<file path="src/hw/rtl/assert_macros.svh">
// Assertion helpers for the RTL; define ASSERT_OFF to compile them out.
`ifndef ASSERT_MACROS_SVH
`define ASSERT_MACROS_SVH
`ifndef ASSERT_OFF
`define ASSERT_CLK(lbl, clk, rst_n, prop) \
	lbl: assert property (@(posedge clk) disable iff (!rst_n) prop) \
		else $error("assertion failed");
`define ASSERT_NEXT(lbl, clk, rst_n, cond, nxt) \
	lbl: assert property (@(posedge clk) disable iff (!rst_n) (cond) |=> (nxt)) \
		else $error("assertion failed");
`else
`define ASSERT_CLK(lbl, clk, rst_n, prop)
`define ASSERT_NEXT(lbl, clk, rst_n, cond, nxt)
`endif
`endif

</file>
<file path="src/hw/rtl/tlqe_sqrt.sv">
module tlqe_sqrt #(
	parameter int RAD_W = 62,
	parameter int SB_W  = 1
) (
	input  logic                 clk,
	input  logic                 arst_n,
	input  logic                 ce,
	input  logic                 in_valid,
	input  logic [RAD_W-1:0]     in_rad,
	input  logic [SB_W-1:0]      in_sb,
	output logic                 out_valid,
	output logic [RAD_W/2-1:0]   out_root,
	output logic [RAD_W/2+2:0]   out_rem,
	output logic [SB_W-1:0]      out_sb
);

	localparam int RW    = RAD_W / 2;
	localparam int REM_W = RW + 3;

	logic [RAD_W-1:0] rad_sk  [RW];
	logic [REM_W-1:0] rem_sk  [RW];
	logic [RW-1:0]    root_sk [RW];
	logic [SB_W-1:0]  sb_sk   [RW];
	logic [RW-1:0]    vld_sk;

	for (genvar k = 0; k < RW; k++) begin : g_stage
		logic [RAD_W-1:0] rad_p;
		logic [REM_W-1:0] rem_p;
		logic [RW-1:0]    root_p;
		logic [SB_W-1:0]  sb_p;
		logic             vld_p;
		logic [REM_W-1:0] cur;
		logic [REM_W-1:0] trial;

		if (k == 0) begin : g_first
			assign rad_p  = in_rad;
			assign rem_p  = '0;
			assign root_p = '0;
			assign sb_p   = in_sb;
			assign vld_p  = in_valid;
		end else begin : g_next
			assign rad_p  = rad_sk[k-1];
			assign rem_p  = rem_sk[k-1];
			assign root_p = root_sk[k-1];
			assign sb_p   = sb_sk[k-1];
			assign vld_p  = vld_sk[k-1];
		end

		// bring down the next two radicand bits, try root*4+1
		assign cur   = {rem_p[REM_W-3:0], rad_p[RAD_W-1 -: 2]};
		assign trial = {1'b0, root_p, 2'b01};

		always_ff @(posedge clk or negedge arst_n) begin
			if (!arst_n) begin
				vld_sk[k] <= 1'b0;
			end else if (ce) begin
				vld_sk[k] <= vld_p;
			end
		end

		always_ff @(posedge clk) begin
			if (ce) begin
				rad_sk[k] <= rad_p << 2;
				sb_sk[k]  <= sb_p;
				if (cur >= trial) begin
					rem_sk[k]  <= cur - trial;
					root_sk[k] <= {root_p[RW-2:0], 1'b1};
				end else begin
					rem_sk[k]  <= cur;
					root_sk[k] <= {root_p[RW-2:0], 1'b0};
				end
			end
		end
	end

	assign out_valid = vld_sk[RW-1];
	assign out_root  = root_sk[RW-1];
	assign out_rem   = rem_sk[RW-1];
	assign out_sb    = sb_sk[RW-1];

endmodule

</file>
<file path="config.mk">
export PLATFORM = sky130hd
export DESIGN_NAME = tlqe_sqrt
export DESIGN_NICKNAME = d
export VERILOG_FILES = /design/src/hw/rtl/assert_macros.svh /design/src/hw/rtl/tlqe_sqrt.sv
export SDC_FILE = /design/constraint.sdc
export NUM_CORES = 2
export LEC_CHECK = 0
export BUFFER_PORTS_ARGS = -buffer_cell sky130_fd_sc_hd__clkbuf_2
export CORE_MARGIN = 8
export CORE_UTILIZATION = 45
export DETAILED_ROUTE_END_ITERATION = 6
export SETUP_SLACK_MARGIN = 0.15
export SYNTH_ARGS = -nofsm -noshare
export SYNTH_HDL_FRONTEND = slang
export SYNTH_SLANG_ARGS = --single-unit
</file>
<file path="constraint.sdc">
create_clock -name clk -period 3.65 [get_ports clk]
set_input_delay 0.5475 -clock clk [delete_from_list [all_inputs] [get_ports clk]]
set_output_delay 0.5475 -clock clk [all_outputs]
set_load 0.1 [all_outputs]
</file>
# After elaboration in Yosys (flattened, before gate mapping)
# Memories as Yosys holds them, arrays and structs flattened.
# Index checks and enable logic that the tools add are counted.
[totals] register_bits=31 mem_bits_rw=3906 in_bits=67 out_inout_bits=67 elab_cells=409 memories=4
[mem_list] name="rad_sk" words=31 width=60 read_ports=30 rd_clocked_by_memory_dff=0 write_ports=31 line_no="tlqe_sqrt.sv:20" source="logic [RAD_W-1:0] rad_sk [RW];"
[mem_list] name="rem_sk" words=31 width=34 read_ports=31 rd_clocked_by_memory_dff=0 write_ports=31 line_no="tlqe_sqrt.sv:21" source="logic [REM_W-1:0] rem_sk [RW];"
[mem_list] name="root_sk" words=31 width=31 read_ports=31 rd_clocked_by_memory_dff=0 write_ports=31 line_no="tlqe_sqrt.sv:22" source="logic [RW-1:0] root_sk [RW];"
[mem_list] name="sb_sk" words=31 width=1 read_ports=31 rd_clocked_by_memory_dff=0 write_ports=31 line_no="tlqe_sqrt.sv:23" source="logic [SB_W-1:0] sb_sk [RW];"
[op_classes] addsub=31 n_lt_le_gt_ge=31 n_mux=250 bitwise_logic=62
[ops] operator="two-way mux 34 bit" n=31
[ops] operator=">= comparator 34 x 33 -> 1 bit" n=30
[ops] operator="subtractor 34 x 33 -> 34 bit" n=30
[ops] operator="two-way mux 31 bit" n=31
[ops] operator="two-way mux 1 bit" n=188
[ops] operator="OR 1 bit" n=62
[ops] operator="subtractor 2 x 1 -> 3 bit (second input constant)" n=1
[ops] operator=">= comparator 2 x 1 -> 1 bit (second input constant)" n=1

# Depth between registers and ports, before layout
# An unclocked memory read counts as a cell.
[logic_depth] ltp_word=6 mapped_depth=15 ltp_nobuf=14

# Worst setup path after synthesis
# Ideal clock, no wire load.
[synth_timing] path_kind="input -> register" start="in ce" end="mem rem_sk[1][238] (netlist bit) (enable)" setup_ps=433 t_arrival_ps=3106 required_time_ps=3217 slack_ps=111 stages=5 n_path_buf=5 path_cell_list="clkbuf_1 clkbuf_1 clkbuf_1 clkbuf_1 clkbuf_1"
[synth_lines] item="start, declared" line_no="tlqe_sqrt.sv:7" source="input logic ce,"
[synth_lines] item="end, declared" line_no="tlqe_sqrt.sv:21"

==> metrics.md <==
| Metric | Value |
|---|---|
| Outcome | `finished, final reports clean` |
| Worst hold slack | `0.2521 ns` |
| EDFF count, synth | `approximately 2400` |
| CTS root buffer | `clkbuf_16` |
| Pwr dens | `~660 nW/um^2` |
| Post-Syn Area | `about 110000 um^2` |
| Post-layout min period | `between 3 and 4 ns` |
| Final ANT Viol Nets | `0` |
| Yosys top cell area share | `0.6427` |
| Slew margin rel. | `0.2400` |
| Die Area | `265700 um^2` |
| Clk buf depth | `4` |
| CTS clock-pin slew for the worst setup and hold paths | `0.06 ns` |
| Die Ht | `between 500 and 600 um` |
| Layout Area Growth over Synthesis | `15.36%` |
| Antenna violations before repair | `2` |
| Number of global-route vias before repair | `between 60000 and 70000` |
| TritonRoute pass-1 iters | `6` |
| Detail Placement HPWL | `approximately 170 mm` |
| GRT Total Usage | `0.1755` |
| Slew Limit Fails | `0` |
| Final instance area | `~130000 um^2` |
| Synth unique cells | `88` |
| Final hold vios | `0` |
| Warnings, synthesis | `0` |
| Worst Path Class, Setup | `reg2reg` |
| Post-DP Area | `118900 um^2` |
| CTS tree | `yes` |
| Setup TNS | `0 ns` |
| Slew @ Worst Pin | `between 1 and 1.5 ns` |
| I/O Buffers | `roughly 130` |
| Max VDD drop | `0.0004468 V` |
| CTS H-Tree Depth | `5` |
| WP data required | `around 4.3 ns` |
| Worst Path Max Fanout | `7` |
| Clk_skew | `0.05286 ns` |
| Largest net degree at the start of global routing | `about 170` |
| Synthesized area per cell | `around 13 um^2` |
| Skew-Pair Late Insertion Delay | `roughly 0.90 ns` |
| Syn_nets | `just over 9000` |
| Crit path capture type | `flip-flop` |
| Sink Count | `about 2400` |
| Critical Path Start Type | `flip-flop` |
| Pleak | `around 49 nW` |
| DRT Wirelength | `about 240 mm` |
| Core area | `roughly 250000 um^2` |
| CTS Buf Count | `approximately 290` |
| Total congestion overflow | `0` |
| First-pass GRT wire length | `roughly 380 mm` |
| Final net count | `9879` |
| Async SR Flop Fraction | `0.01273` |
| GP Congestion | `0.8965` |
| Vias/cell | `around 5.3` |
| Final setup viols | `0` |
| Initial Util | `0.4519` |
| Max Fclk | `slightly below 300 MHz` |
| Top FF cell, synth | `edfxtp_1` |
| RSZ-0062 raised after global routing | `true` |
| Routed length per instance | `about 19 um` |
| Place WS | `-0.09184 ns` |
| Min-Delay Path Class | `in2async` |
| Rows | `between 150 and 200` |
| Yosys reg bits | `around 2400` |
| Ports | `134` |
| Register area share after synthesis | `0.6498` |
| Cell taking the most area after synthesis | `edfxtp_1` |
| Final Power | `roughly 86 mW` |
| Maxcap violations | `0` |
| DIE WIDTH | `about 520 um` |
| Layout cells sized above 1 | `0.1194` |
| Setup WS post-layout | `between 0.15 and 0.2 ns` |
| Gate Count Post-Synth | `8668` |
| Via count | `between 60000 and 70000` |
| Iter 0 DRT Violations | `4690` |
| Worst EP arrival | `a little over 4 ns` |
| Synth top area cells | `edfxtp_1 (64%), ha_1 (5.9%), xor2_1 (3.5%), o21ai_0 (2.6%), xnor2_1 (2.6%)` |
| DRC viols | `0` |
| Final period utilization | `0.9503` |
cells in the final DEF, fill, tap and decap left out, types with 36 or more instances in the layout:
cell type      instances
o21ai_0              572
inv_1                662
or2_2                 44
clkinv_2              38
edfxtp_1            2403
nand4_1               67
or4_1                 43
buf_4                288
or3_1                 81
nand2b_1             134
xnor2_1              334
clkinv_1              60
a21o_1               193
nand2_1              696
o31ai_1               43
clkbuf_2             132
o21bai_1              46
nor4_1                85
o21a_1                90
nor2_1               454
nor2b_1               86
clkbuf_16            292
dlygate4sd3_1         66
nor3_1               182
a31oi_1               45
and2_1                40
ha_1                 513
nand3_1              132
clkbuf_1              36
mux2_2                70
a21oi_1              446
xor2_1               454
sequential cells by signal (all words and copies together), names as in the netlist:
register / cells
sb_sk: 31
out_valid: 1
rem_sk: 947
root_sk: 496
rad_sk: 930
g_stage.vld_p: 30
synth_stat cells (10+ instances only):
cell type / number
a2111oi_0: 14
inv_1: 663
a221oi_1: 12
o21bai_1: 46
nand4b_1: 17
nand4_1: 67
and2_1: 40
clkbuf_1: 174
edfxtp_1: 2403
nand2_1: 696
buf_1: 10
a41oi_1: 14
a211oi_1: 31
xor2_1: 454
nor4b_1: 19
o21ai_0: 593
o31a_1: 15
nor2b_1: 86
o21a_1: 90
nand3b_1: 19
nor3b_1: 11
xnor2_1: 337
nor3_1: 190
nor2_1: 468
or4_1: 50
nand2b_1: 134
a21o_1: 193
and3_1: 35
o41ai_1: 17
a21oi_1: 457
nand3_1: 133
o31ai_1: 48
and4_1: 15
a211o_1: 19
dfrtp_1: 31
mux2_2: 70
a31oi_1: 54
a31o_2: 15
or3_1: 84
nor4_1: 101
o211ai_1: 35
or2_2: 45
ha_1: 531
a21boi_0: 16
critical path, cell delays in order (launching register included):
cell and delay, ns:
edfxtp_1 0.39, or4_4 0.56, or4_4 0.44, or3_4 0.36, or4_4 0.49, a211o_1 0.33
nor3_4 0.22, inv_4 0.07, nand3_4 0.13, nor4_2 0.06, xor2_1 0.14
layer usage:
| metal | wire (um) | GRT usage | vias up |
|---|---|---|---|
| li1 | - | - | 33180 |
| met1 | 105100 | 0.2277 | 32840 |
| met2 | 117900 | 0.3039 | 1334 |
| met3 | 8626 | 0.02362 | 478 |
| met4 | 8314 | 0.05994 | 2 |
| met5 | 12 | 0 | - |
final cells by class:
class / count / area, um^2
Sequential cell: 2435 / 72960
Multi-Input combinational cell: 5380 / 36990
Timing Repair Buffer: 511 / 3961
Antenna cell: 4 / 10.01
Clock inverter: 157 / 1409
Fill cell: 21050 / 118900
Clock buffer: 333 / 7511
Inverter: 666 / 2502
Tap cell: 3330 / 4167
logic make-up after synthesis:
group	count (synthesis)	share of synthesized area
AO/OA/AOI/OAI	1743	0.09489
XOR/XNOR	791	0.06171
adder cells (fa/ha/maj)	531	0.05918
buffers and inverters	854	0.02870
flip-flops	2435	0.6498
multiplexers	78	0.007735
AND/OR/NAND/NOR	2236	0.09795
final timing paths:
path                       cells after the start                      from                            end  slack [ns]
max                                           10  rem_sk[0][357]$_DFFE_PP_       rem_sk[0][397]$_DFFE_PP_        0.18
min                                            2                    arst_n  g_stage[29].vld_p$_DFFE_PN0P_        0.25
max reg2reg                                   10  rem_sk[0][357]$_DFFE_PP_       rem_sk[0][397]$_DFFE_PP_        0.18
min reg2reg                                    0  rad_sk[0][682]$_DFFE_PP_       rad_sk[0][744]$_DFFE_PP_        0.36
max in group asynchronous                      2                    arst_n  g_stage[15].vld_p$_DFFE_PN0P_        2.91
min in group clk                               2                in_rad[46]        rad_sk[0][46]$_DFFE_PP_        0.35
power breakdown:
part	switching, mW	total, mW	internal [mW]
logic	11.9	19.9	8.00
clock network	11.0	27.2	16.2
registers	2.59	38.4	35.8
per-stage QoR:
stage	cells	utilization
after floorplan	8668	-
after global placement	12220	0.4784
after detailed placement	12220	0.4784
after CTS	12780	0.5174
after global routing	12810	0.5213
final	12820	0.5213
repair_timing:
action	4_1_cts	5_1_grt
gates resized for setup	23	155
cloned	0	1
setup endpoints to repair	89	352
hold buffers	66	0
hold endpoints to repair	103	0
pin swaps	2	19
setup buffers	2	30
No activity file was read; power rests on OpenSTA's default activity.
